File: config.mk
export PLATFORM = sky130hd
export DESIGN_NAME = bit_field_access_engine
export DESIGN_NICKNAME = d
export VERILOG_FILES = /design/src/sv/bfae_pkg.sv /design/src/sv/bfae_ctrl.sv /design/src/sv/bfae_dp.sv /design/src/sv/bit_field_access_engine.sv
export SDC_FILE = /design/constraint.sdc
export NUM_CORES = 2
export LEC_CHECK = 0
export ABC_AREA = 1
export BUFFER_PORTS_ARGS = -buffer_cell sky130_fd_sc_hd__buf_2
export CELL_PAD_IN_SITES_DETAIL_PLACEMENT = 1
export CELL_PAD_IN_SITES_GLOBAL_PLACEMENT = 1
export CORE_MARGIN = 1.5
export CORE_UTILIZATION = 55
export DETAILED_ROUTE_END_ITERATION = 7
export PLACE_DENSITY_LB_ADDON = 0.1
export SYNTH_ARGS = -nofsm -noshare
export SYNTH_HDL_FRONTEND = slang
export SYNTH_HIERARCHICAL = 1
export SYNTH_SLANG_ARGS = --single-unit
File: constraint.sdc
create_clock -name aclk -period 26.4 [get_ports aclk]
set_input_delay 6.6 -clock aclk [delete_from_list [all_inputs] [get_ports aclk]]
set_output_delay 6.6 -clock aclk [all_outputs]
set_load 0.1 [all_outputs]
File: src/sv/bfae_pkg.sv
package bfae_pkg;

    localparam int DATA_W     = 64;
    localparam int OFF_W      = 12;
    localparam int SIZE_W     = 7;
    localparam int STATUS_W   = 2;
    localparam int CFG_IDX_W  = 2;
    localparam int CFG_DATA_W = 9;
    localparam int SPAN_W     = 72;
    localparam int NBYTES_W   = 4;

    localparam int BUFFER_DEPTH_DEF = 256;

    localparam logic [STATUS_W-1:0] ST_OK    = 2'd0;
    localparam logic [STATUS_W-1:0] ST_SIZE  = 2'd1;
    localparam logic [STATUS_W-1:0] ST_RANGE = 2'd2;

    localparam logic KIND_READ  = 1'b0;
    localparam logic KIND_WRITE = 1'b1;

    localparam logic TARGET_INT  = 1'b0;
    localparam logic TARGET_BYTE = 1'b1;

    localparam logic [CFG_IDX_W-1:0] CFG_TARGET_KIND   = 2'd0;
    localparam logic [CFG_IDX_W-1:0] CFG_BUFFER_BYTES  = 2'd1;
    localparam logic [CFG_IDX_W-1:0] CFG_INTEGER_WIDTH = 2'd2;

    localparam logic [8:0] BUF_BYTES_RST = 9'd256;
    localparam logic [6:0] INT_W_RST     = 7'd64;
    localparam logic [6:0] INT_W_MIN     = 7'd32;
    localparam logic [6:0] INT_W_MAX     = 7'd64;

    typedef struct packed {
        logic clear_step;
        logic load_in;
        logic check;
        logic int_op;
        logic byte_step;
        logic align;
        logic load_out;
    } bfae_cmd_t;

    typedef struct packed {
        logic clear_last;
        logic bad;
        logic byte_target;
        logic is_write;
        logic bytes_last;
    } bfae_sts_t;

    function automatic logic [DATA_W-1:0] low_mask(input logic [SIZE_W-1:0] size);
        logic [DATA_W-1:0] m;
        if (size >= 7'd64) begin
            m = '1;
        end else begin
            m = (64'd1 << size) - 64'd1;
        end
        return m;
    endfunction

endpackage

File: src/sv/bfae_ctrl.sv
module bfae_ctrl (
    input  logic                aclk,
    input  logic                aresetn,
    input  logic                s_valid,
    output logic                s_ready,
    output logic                m_valid,
    input  logic                m_ready,
    output bfae_pkg::bfae_cmd_t cmd,
    input  bfae_pkg::bfae_sts_t sts
);

    localparam logic [2:0] S_CLEAR = 3'd0;
    localparam logic [2:0] S_IDLE  = 3'd1;
    localparam logic [2:0] S_CHECK = 3'd2;
    localparam logic [2:0] S_INT   = 3'd3;
    localparam logic [2:0] S_BYTES = 3'd4;
    localparam logic [2:0] S_ALIGN = 3'd5;
    localparam logic [2:0] S_DONE  = 3'd6;

    logic [2:0] state_reg;
    logic [2:0] state_next;
    logic       m_valid_reg;
    logic       m_valid_next;

    always_comb begin
        state_next   = state_reg;
        cmd          = '0;
        s_ready      = 1'b0;
        m_valid_next = m_valid_reg && !m_ready;
        unique case (state_reg)
            S_CLEAR: begin
                cmd.clear_step = 1'b1;
                if (sts.clear_last) begin
                    state_next = S_IDLE;
                end
            end
            S_IDLE: begin
                s_ready = 1'b1;
                if (s_valid) begin
                    cmd.load_in = 1'b1;
                    state_next  = S_CHECK;
                end
            end
            S_CHECK: begin
                cmd.check = 1'b1;
                if (sts.bad) begin
                    state_next = S_DONE;
                end else if (sts.byte_target) begin
                    state_next = S_BYTES;
                end else begin
                    state_next = S_INT;
                end
            end
            S_INT: begin
                cmd.int_op = 1'b1;
                state_next = S_DONE;
            end
            S_BYTES: begin
                cmd.byte_step = 1'b1;
                if (sts.bytes_last) begin
                    state_next = sts.is_write ? S_DONE : S_ALIGN;
                end
            end
            S_ALIGN: begin
                cmd.align  = 1'b1;
                state_next = S_DONE;
            end
            S_DONE: begin
                if (!m_valid_reg || m_ready) begin
                    cmd.load_out = 1'b1;
                    m_valid_next = 1'b1;
                    state_next   = S_IDLE;
                end
            end
            default: begin
                state_next = S_IDLE;
            end
        endcase
    end

    always_ff @(posedge aclk) begin
        if (!aresetn) begin
            state_reg   <= S_CLEAR;
            m_valid_reg <= 1'b0;
        end else begin
            state_reg   <= state_next;
            m_valid_reg <= m_valid_next;
        end
    end

    assign m_valid = m_valid_reg;

endmodule

File: src/sv/bfae_dp.sv
module bfae_dp #(
    parameter int BUFFER_DEPTH = bfae_pkg::BUFFER_DEPTH_DEF
) (
    input  logic                                aclk,
    input  logic                                aresetn,
    input  logic                                cfg_we,
    input  logic [bfae_pkg::CFG_IDX_W-1:0]      cfg_index,
    input  logic [bfae_pkg::CFG_DATA_W-1:0]     cfg_wdata,
    input  logic                                s_kind,
    input  logic [bfae_pkg::OFF_W-1:0]          s_bit_offset,
    input  logic [bfae_pkg::SIZE_W-1:0]         s_bit_size,
    input  logic [bfae_pkg::DATA_W-1:0]         s_write_value,
    input  bfae_pkg::bfae_cmd_t                 cmd,
    output bfae_pkg::bfae_sts_t                 sts,
    output logic [bfae_pkg::DATA_W-1:0]         m_read_value,
    output logic [bfae_pkg::STATUS_W-1:0]       m_status
);

    localparam int AW = (BUFFER_DEPTH > 1) ? $clog2(BUFFER_DEPTH) : 1;
    localparam logic [15:0]   DEPTH_BYTES = 16'(BUFFER_DEPTH);
    localparam logic [AW-1:0] LAST_ADDR   = AW'(BUFFER_DEPTH - 1);

    // configuration
    logic       target_kind_reg;
    logic [8:0] buffer_bytes_reg;
    logic [6:0] integer_width_reg;

    // captured item
    logic                              kind_reg;
    logic [bfae_pkg::OFF_W-1:0]        off_reg;
    logic [bfae_pkg::SIZE_W-1:0]       size_reg;
    logic [bfae_pkg::DATA_W-1:0]       val_reg;

    logic [bfae_pkg::DATA_W-1:0]       integer_word_reg;
    logic [bfae_pkg::DATA_W-1:0]       integer_word_next;

    logic [7:0]                        mem [BUFFER_DEPTH];
    logic [7:0]                        rd_data_reg;
    logic [AW-1:0]                     clr_addr_reg;
    logic [AW-1:0]                     rd_addr_reg;
    logic [AW-1:0]                     wr_addr_reg;
    logic [bfae_pkg::NBYTES_W-1:0]     rd_left_reg;
    logic [bfae_pkg::NBYTES_W-1:0]     wr_left_reg;
    logic [bfae_pkg::NBYTES_W-1:0]     nbytes_reg;
    logic                              rdv_reg;
    logic [bfae_pkg::SPAN_W-1:0]       data_reg;
    logic [bfae_pkg::SPAN_W-1:0]       mask_reg;
    logic [bfae_pkg::SPAN_W-1:0]       acc_reg;

    logic [bfae_pkg::DATA_W-1:0]       res_reg;
    logic [bfae_pkg::STATUS_W-1:0]     st_reg;
    logic [bfae_pkg::DATA_W-1:0]       out_val_reg;
    logic [bfae_pkg::STATUS_W-1:0]     out_st_reg;

    logic [6:0]                        iw_eff;
    logic [6:0]                        size_limit;
    logic                              size_bad;
    logic                              range_bad;
    logic [12:0]                       end_sum;
    logic [12:0]                       last_bit;
    logic [15:0]                       bb_eff;
    logic [15:0]                       buf_bits;
    logic [bfae_pkg::STATUS_W-1:0]     status_c;
    logic [bfae_pkg::DATA_W-1:0]       fmask;
    logic [bfae_pkg::DATA_W-1:0]       int_ins_mask;
    logic [bfae_pkg::DATA_W-1:0]       int_read;
    logic [bfae_pkg::NBYTES_W-1:0]     nbytes_c;
    logic [AW-1:0]                     start_addr;
    logic [7:0]                        merged;
    logic [6:0]                        align_sh;
    logic [bfae_pkg::SPAN_W-1:0]       aligned;
    logic                              mem_we;
    logic [AW-1:0]                     mem_waddr;
    logic [7:0]                        mem_wdata;
    logic                              rd_issue;

    always_comb begin
        if (integer_width_reg < bfae_pkg::INT_W_MIN) begin
            iw_eff = bfae_pkg::INT_W_MIN;
        end else if (integer_width_reg > bfae_pkg::INT_W_MAX) begin
            iw_eff = bfae_pkg::INT_W_MAX;
        end else begin
            iw_eff = integer_width_reg;
        end
        size_limit = (kind_reg == bfae_pkg::KIND_WRITE) ? iw_eff : 7'd64;
        size_bad   = (size_reg == '0) || (size_reg > size_limit);
        end_sum    = {1'b0, off_reg} + 13'(size_reg);
        bb_eff     = (16'(buffer_bytes_reg) > DEPTH_BYTES) ? DEPTH_BYTES
                                                           : 16'(buffer_bytes_reg);
        buf_bits   = {bb_eff[12:0], 3'b000};
        range_bad  = (target_kind_reg == bfae_pkg::TARGET_BYTE) ? (16'(end_sum) > buf_bits)
                                                                : (end_sum > 13'(iw_eff));
        if (size_bad) begin
            status_c = bfae_pkg::ST_SIZE;
        end else if (range_bad) begin
            status_c = bfae_pkg::ST_RANGE;
        end else begin
            status_c = bfae_pkg::ST_OK;
        end

        fmask        = bfae_pkg::low_mask(size_reg);
        last_bit     = end_sum - 13'd1;
        nbytes_c     = 4'(last_bit[12:3] - {1'b0, off_reg[11:3]} + 10'd1);
        start_addr   = AW'({3'b000, off_reg[11:3]});

        int_ins_mask      = fmask << off_reg[5:0];
        integer_word_next = (integer_word_reg & ~int_ins_mask)
                          | ((val_reg & fmask) << off_reg[5:0]);
        int_read          = (integer_word_reg >> off_reg[5:0]) & fmask;

        merged   = (rd_data_reg & ~mask_reg[7:0]) | (data_reg[7:0] & mask_reg[7:0]);
        align_sh = (7'd72 - {nbytes_reg, 3'b000}) + {4'b0000, off_reg[2:0]};
        aligned  = acc_reg >> align_sh;

        rd_issue  = cmd.byte_step && (rd_left_reg != '0);
        mem_we    = cmd.clear_step || (cmd.byte_step && rdv_reg
                                       && (kind_reg == bfae_pkg::KIND_WRITE));
        mem_waddr = cmd.clear_step ? clr_addr_reg : wr_addr_reg;
        mem_wdata = cmd.clear_step ? 8'h00 : merged;
    end

    always_ff @(posedge aclk) begin
        if (mem_we) begin
            mem[mem_waddr] <= mem_wdata;
        end
        if (rd_issue) begin
            rd_data_reg <= mem[rd_addr_reg];
        end
    end

    always_ff @(posedge aclk) begin
        if (!aresetn) begin
            target_kind_reg   <= 1'b0;
            buffer_bytes_reg  <= bfae_pkg::BUF_BYTES_RST;
            integer_width_reg <= bfae_pkg::INT_W_RST;
            integer_word_reg  <= '0;
            clr_addr_reg      <= '0;
            rdv_reg           <= 1'b0;
        end else begin
            if (cfg_we) begin
                unique case (cfg_index)
                    bfae_pkg::CFG_TARGET_KIND:   target_kind_reg   <= cfg_wdata[0];
                    bfae_pkg::CFG_BUFFER_BYTES:  buffer_bytes_reg  <= cfg_wdata[8:0];
                    bfae_pkg::CFG_INTEGER_WIDTH: integer_width_reg <= cfg_wdata[6:0];
                    default: ;
                endcase
            end
            if (cmd.clear_step) begin
                clr_addr_reg <= clr_addr_reg + 1'b1;
            end
            if (cmd.int_op && (kind_reg == bfae_pkg::KIND_WRITE)) begin
                integer_word_reg <= integer_word_next;
            end
            if (cmd.check) begin
                rdv_reg <= 1'b0;
            end else if (cmd.byte_step) begin
                rdv_reg <= rd_issue;
            end
        end
    end

    always_ff @(posedge aclk) begin
        if (cmd.load_in) begin
            kind_reg <= s_kind;
            off_reg  <= s_bit_offset;
            size_reg <= s_bit_size;
            val_reg  <= s_write_value;
        end
        if (cmd.check) begin
            st_reg      <= status_c;
            res_reg     <= '0;
            nbytes_reg  <= nbytes_c;
            rd_left_reg <= nbytes_c;
            wr_left_reg <= nbytes_c;
            rd_addr_reg <= start_addr;
            wr_addr_reg <= start_addr;
            data_reg    <= {8'h00, val_reg & fmask} << off_reg[2:0];
            mask_reg    <= {8'h00, fmask} << off_reg[2:0];
        end
        if (cmd.int_op && (kind_reg == bfae_pkg::KIND_READ)) begin
            res_reg <= int_read;
        end
        if (rd_issue) begin
            rd_addr_reg <= rd_addr_reg + 1'b1;
            rd_left_reg <= rd_left_reg - 1'b1;
        end
        if (cmd.byte_step && rdv_reg) begin
            wr_addr_reg <= wr_addr_reg + 1'b1;
            wr_left_reg <= wr_left_reg - 1'b1;
            data_reg    <= data_reg >> 8;
            mask_reg    <= mask_reg >> 8;
            acc_reg     <= {rd_data_reg, acc_reg[bfae_pkg::SPAN_W-1:8]};
        end
        if (cmd.align) begin
            res_reg <= aligned[bfae_pkg::DATA_W-1:0] & fmask;
        end
        if (cmd.load_out) begin
            out_val_reg <= res_reg;
            out_st_reg  <= st_reg;
        end
    end

    assign sts.clear_last  = (clr_addr_reg == LAST_ADDR);
    assign sts.bad         = (status_c != bfae_pkg::ST_OK);
    assign sts.byte_target = (target_kind_reg == bfae_pkg::TARGET_BYTE);
    assign sts.is_write    = (kind_reg == bfae_pkg::KIND_WRITE);
    assign sts.bytes_last  = rdv_reg && (wr_left_reg == 4'd1);

    assign m_read_value = out_val_reg;
    assign m_status     = out_st_reg;

endmodule

File: src/sv/bit_field_access_engine.sv
// Bit-field insert/extract on a 64-bit integer register or a byte store of
// BUFFER_DEPTH bytes (LSB-first within each byte). After reset the store is
// swept to zero one byte per cycle, and s_ready stays low until the sweep
// is done; configuration writes are taken throughout. One transfer is worked
// at a time: a flagged access goes from the check straight to the result, an
// integer access passes through one insert/extract step, and a byte-store
// access steps through the n bytes that the field touches (n up to 9), one
// byte per cycle over the single byte-wide port pair of the store, which reads
// one byte and, on a write, writes back the previous one; a read then aligns.
// A finished result sits in an output register, so the next transfer is
// accepted while it waits for m_ready.
module bit_field_access_engine #(
    parameter int BUFFER_DEPTH = bfae_pkg::BUFFER_DEPTH_DEF
) (
    input  logic                              aclk,
    input  logic                              aresetn,
    input  logic                              cfg_we,
    input  logic [bfae_pkg::CFG_IDX_W-1:0]    cfg_index,
    input  logic [bfae_pkg::CFG_DATA_W-1:0]   cfg_wdata,
    input  logic                              s_valid,
    output logic                              s_ready,
    input  logic                              s_kind,
    input  logic [bfae_pkg::OFF_W-1:0]        s_bit_offset,
    input  logic [bfae_pkg::SIZE_W-1:0]       s_bit_size,
    input  logic [bfae_pkg::DATA_W-1:0]       s_write_value,
    output logic                              m_valid,
    input  logic                              m_ready,
    output logic [bfae_pkg::DATA_W-1:0]       m_read_value,
    output logic [bfae_pkg::STATUS_W-1:0]     m_status
);

    bfae_pkg::bfae_cmd_t cmd;
    bfae_pkg::bfae_sts_t sts;

    bfae_ctrl u_ctrl (
        .aclk    (aclk),
        .aresetn (aresetn),
        .s_valid (s_valid),
        .s_ready (s_ready),
        .m_valid (m_valid),
        .m_ready (m_ready),
        .cmd     (cmd),
        .sts     (sts)
    );

    bfae_dp #(
        .BUFFER_DEPTH (BUFFER_DEPTH)
    ) u_dp (
        .aclk          (aclk),
        .aresetn       (aresetn),
        .cfg_we        (cfg_we),
        .cfg_index     (cfg_index),
        .cfg_wdata     (cfg_wdata),
        .s_kind        (s_kind),
        .s_bit_offset  (s_bit_offset),
        .s_bit_size    (s_bit_size),
        .s_write_value (s_write_value),
        .cmd           (cmd),
        .sts           (sts),
        .m_read_value  (m_read_value),
        .m_status      (m_status)
    );

endmodule

; After elaboration in Yosys (flattened, before gate mapping)
; Memories as Yosys holds them, arrays and structs flattened. A register that Yosys moved wholly into a read port is not among the register bits.
; Cells that the tools add are included.
[word_totals]
regBits = 554
in_bits = 100
mem_count = 1
elab_cells = 150
out_inout_bits = 68
mem_bits_rw = 2048
[mem_list]
columns = memory, depth, width, read_ports, rd_clocked_by_memory_dff, wr, line_no
row1 = u_dp.mem, 256, 8, 1, 1, 1, bfae_dp.sv:37  ; logic [7:0] mem [BUFFER_DEPTH];
[classes]
n_reduce_logical = 26
eq_ne = 14
magnitude_cmp = 7
addsub = 12
bitwise_logic = 12
shifts = 7
muxes = 45
[ops]
columns = cell, n
row1 = two-way mux 64 bit, 8
row2 = bitwise AND 64 bit, 4
row3 = << shifter 64 x 3 -> 72 bit, 2
row4 = << shifter 64 x 6 -> 64 bit, 2
row5 = right shift 72 x 7 -> 64 bit, 1
row6 = inverter 64 bit, 1
row7 = OR 64 bit, 1
row8 = "<< shifter 1 x 7 -> 64 bit, first input constant", 1
row9 = right shift 64 x 6 -> 64 bit, 1
row10 = "subtractor 64 x 1 -> 64 bit, second input constant", 1
row11 = two-way mux 8 bit, 5
row12 = "adder 8 x 1 -> 8 bit, second input constant", 3
row13 = two-way mux 7 bit, 3
row14 = two-way mux 3 bit, 6
row15 = case mux 3 bit (6 select lines), 1
row16 = bitwise AND 8 bit, 2
row17 = two-way mux 1 bit, 15
row18 = adder 12 x 7 -> 13 bit, 1
row19 = > comparator 13 x 12 -> 1 bit, 1
row20 = > comparator 13 x 7 -> 1 bit, 1
row21 = two-way mux 4 bit, 3
row22 = "== test 3 bit, second input constant", 3
row23 = "> comparator 9 bit, second input constant", 1
row24 = two-way mux 9 bit, 1
row25 = other kinds (34), 55

; Longest topological paths before layout
[logic_depth]
word_depth = 10
mapped_depth = 29
depth_no_buf = 29

; By module
; The synthesis kept the hierarchy.
[modules_own_cells]
columns = module, instances, seq_area_each_um2, area_each_um2, cells_per_inst
row1 = bfae_dp, 1, 77154.0, 120349.2, 11746
row2 = bfae_ctrl, 1, 80.1, 345.3, 57

; Least setup slack after synthesis
; OpenSTA, ideal clock, no wires.
[synth_timing]
kind = input-to-reg
startpoint = input m_ready
endpoint = register u_dp.out_val_reg (netlist bit u_dp/m_read_value[0]), enable pin
arrival_ps = 11143
setup_slack_ps = 14686
t_required_ps = 25829
setup_time_ps = 571
n_path_buf = 0
cell_stages = 2
cell_sequence = nor2_1 > nor3_1
[synth_lines]
columns = item, line_no
row1 = "start, declared", bit_field_access_engine.sv:27  ; input logic m_ready,
row2 = "end signal, assigned", bfae_dp.sv:198  ; out_val_reg <= res_reg;
row3 = "end, declared", bfae_dp.sv:52  ; logic [bfae_pkg::DATA_W-1:0] out_val_reg;

; Worst setup path after layout
[layout_timing]
startpoint = register u_ctrl.state_reg[0]
endpoint = output s_ready
[layout_via]
elab_chain_cells = 2
[layout_lines]
columns = item, line_no
row1 = "start, declared", bfae_ctrl.sv:20  ; logic [2:0] state_reg;
row2 = "start signal, assigned", bfae_ctrl.sv:86  ; state_reg <= state_next;
row3 = == test 3 x 1 -> 1 bit, bfae_ctrl.sv:30  ; unique case (state_reg)
row4 = two-way mux 1 bit, bfae_ctrl.sv:30
row5 = "end, declared", bit_field_access_engine.sv:21  ; output logic s_ready,
; Every way passes these cells.

==> flow_summary.ini <==
[critical_path]
cpMaxStageDelayCell = dfxtp_1
cp.depth = 5
required_ns = 19.80
slowest_delay_ns = 0.53
reg2reg_depth = 13
crit_path_max_fanout = 7
end_kind = output port
critPathTopFamily = buffers and inverters
arrival_ns = 2.27
cp_cell_sequence = inv_2 -> nor2_2 -> nand2_1 -> inv_1 -> buf_2
cp-start-kind = flop
critPathKind = reg -> out
worst-path-buf-inv = 3

[power]
ir_drop_mv = 0.06875
total_leakage_power_nw = 46.40
p_per_area_mw_per_mm2 = 62.94

[synth]
yosys-top-cells-count = edfxtp_1, nor2_1, nand2_1
netlist_instances = 11800
yosys.area_share.xor_xnor = 0.001596
synth_compound_area_frac = 0.1275
synth_cell_type_count = 71
synth_edf_count = 2500
synth-simple-area-share = 0.1839
synth_top_area_frac = 0.6220
async_reset_ff_frac = 0
synth_nets = 11950
synth_fa_ha_area_frac = 0.004582
yosysTopAreaCell = edfxtp_1
netlist_area_mm2 = 0.1207
synth_top_family_by_area = simple AND/OR/NAND/NOR gates
synthFlopType = edfxtp_1
synth_mux_area_frac = 0.005639
syn_area_per_cell_um2 = 10.23
synth_seq_area_share = 0.6399
synth_area_leaders = edfxtp_1, o21ai_0, nand3_1
yosys_warnings = 6
synth-seq-cells = 2608
synth.most_common_cell = edfxtp_1

[finish]
multi_input_comb_area_mm2 = 0.03919
final_layout_size_suffix_gt1_frac = 0.07288
seq_area_mm2 = 0.07723
num-fill-cells = 22930
area_growth_pct = 9.411
largest_reg_flops = 2048
nNetsFinal = 11720

[clocking]
ctsResizeCount = 0
clk_latency_ns = 0.97
cts_root_buffer = clkbuf_16
cts_max_level = 5
cts.sinks = 2608
post_cts_buffers = 0
clock_path_buffers = 4
cts_tree = built
holdBufCountCts = 0
numCtsBuffers = 288
clkSlewWorstSetupHoldPaths_ns = 0.06

[routing]
drt-total-wl_um = 473400
num_vias = 100900
routedWlPerCell_um = 32.33
firstDrtPassIters = 8
viasPerCell = 6.891
ant_nets = 0
drt_iter0_drc = 14400
drc = 1

[place]
gp_congestion = 1.062
io_buffer_count = 167
hpwl_um = 301300

[die]
initial_core_util = 0.5547
core-area_mm2 = 0.2176
die_h_um = 471.5
ioPinCount = 168
die_area_mm2 = 0.2223
std_cell_rows = 171
chipWidth_um = 471.5

[sta]
rsz0062_at_grt = no
post-route-period-util = 0.3359
hold_slack_ns = 0.4207
slew_violations = 0
timing.fmax_mhz = 112.8
report.final.setup_viol = 0
hold_violations = 0
timing.slew.headroom = 0.02618
tns_ns = 0
worstMarginPinSlew_ns = 1.445
clock_skew_ns = 0.1091
fin_crit_ns = 8.867

[global_route]
antenna_found_initial = 17
gr-total-overflow = 0
grt_pass1_vias = 100700
track_usage = 0.4179
grt_pass1_wl_um = 686000
grt_max_degree = 197

[run]
max_cap_viol_count = 0

[run_status]
outcome = complete, but fails checks
violations = DRC

[min_path]
worst_hold_path_type = reg -> reg
min_path_cells = 0
## layer usage
layer | wire [um] | global-route usage | up-vias
met5 | 149 | 0 | -
met4 | 33770 | 0.2542 | 22
met3 | 47410 | 0.07699 | 1503
met2 | 218700 | 0.6597 | 6508
met1 | 173300 | 0.5389 | 50490
li1 | - | - | 42370
## worst paths after layout
kind / slack, ns / start / to
setup / recovery: 17.53 / u_ctrl/state_reg[0]$_SDFFE_PN0P_ / s_ready
hold / removal: 0.42 / u_dp/res_reg[15]$_DFFE_PP_ / u_dp/m_read_value[15]$_DFFE_PP_
setup reg to reg: 20.17 / u_dp/rd_addr_reg[0]$_DFFE_PP_ / u_dp/rd_data_reg[0]$_DFFE_PP_
hold reg to reg: 0.42 / u_dp/res_reg[15]$_DFFE_PP_ / u_dp/m_read_value[15]$_DFFE_PP_
## final cells by class
cell class | count | share of cell area
clock buffers | 361 | 0.05800
clock inverters | 126 | 0.007040
multi-input cells | 8042 | 0.2968
inverters | 304 | 0.009068
well taps | 2854 | 0.02704
repair buffers | 332 | 0.01694
diodes | 14 | 0.0002653
flip-flops and latches | 2608 | 0.5849
## layout by cell type (no fill, tap or decap), types with 12 or more instances in the layout
cell type | netlist | routed
nand3_1 | 1422 | 1417
a31oi_1 | 158 | 158
nand2_2 | 20 | 25
nand2_1 | 1757 | 1750
o21ai_0 | 1476 | 1474
clkinv_1 | 17 | 65
dfxtp_1 | 108 | 108
clkbuf_1 | 645 | 62
nor2_2 | 26 | 30
buf_4 | 6 | 152
inv_1 | 269 | 263
diode_2 | 0 | 14
nor2_1 | 1796 | 1790
o211ai_1 | 94 | 94
nand3_2 | 15 | 19
nor3_1 | 33 | 31
buf_2 | 64 | 167
o21a_1 | 16 | 16
a221oi_1 | 12 | 12
inv_2 | 17 | 18
nand4_1 | 101 | 101
a21oi_1 | 291 | 283
clkinv_2 | 0 | 44
nor2_4 | 12 | 14
mux2i_1 | 68 | 68
buf_12 | 0 | 13
edfxtp_1 | 2500 | 2500
inv_6 | 0 | 13
o22ai_1 | 335 | 335
o221ai_1 | 207 | 207
a22oi_1 | 14 | 14
xor2_1 | 17 | 17
ha_1 | 41 | 41
o21ai_1 | 16 | 18
clkbuf_16 | 0 | 294
## stage by stage
| stage | instance area, um2 | instances | utilization | worst slack [ns] | power [mW] |
|---|---|---|---|---|---|
| 2_1_floorplan | 120700 | 11800 | - | 14.69 | 4.574 |
| 3_3_place_gp | 123400 | 14140 | 0.5673 | 17.94 | 4.600 |
| 3_5_place_dp | 123400 | 14140 | 0.5673 | 17.80 | 4.602 |
| 4_1_cts | 132000 | 14630 | 0.6067 | 17.50 | 8.326 |
| 5_1_grt | 132000 | 14630 | 0.6067 | 17.42 | 8.444 |
| 6_report | 132100 | 14640 | 0.6069 | 17.53 | 8.312 |
## logic make-up (layout without fill, tap and decap cells)
| kind of cell | after synthesis | count (layout) |
|---|---|---|
| and+or+nand+nor | 5228 | 5228 |
| DFF | 2608 | 2608 |
| adders and majority gates | 43 | 43 |
| xor gates and xnor gates | 22 | 22 |
| AOI/OAI and AO/OA | 2681 | 2681 |
| muxes | 68 | 68 |
| other | 0 | 14 |
| buffers and inverters | 1153 | 1123 |
## power by group
part	switching (mW)	internal [mW]
clock	1.64	2.15
combinational	0.0337	0.0105
sequential	0.00246	4.47
(Power assumes the default switching activity.)
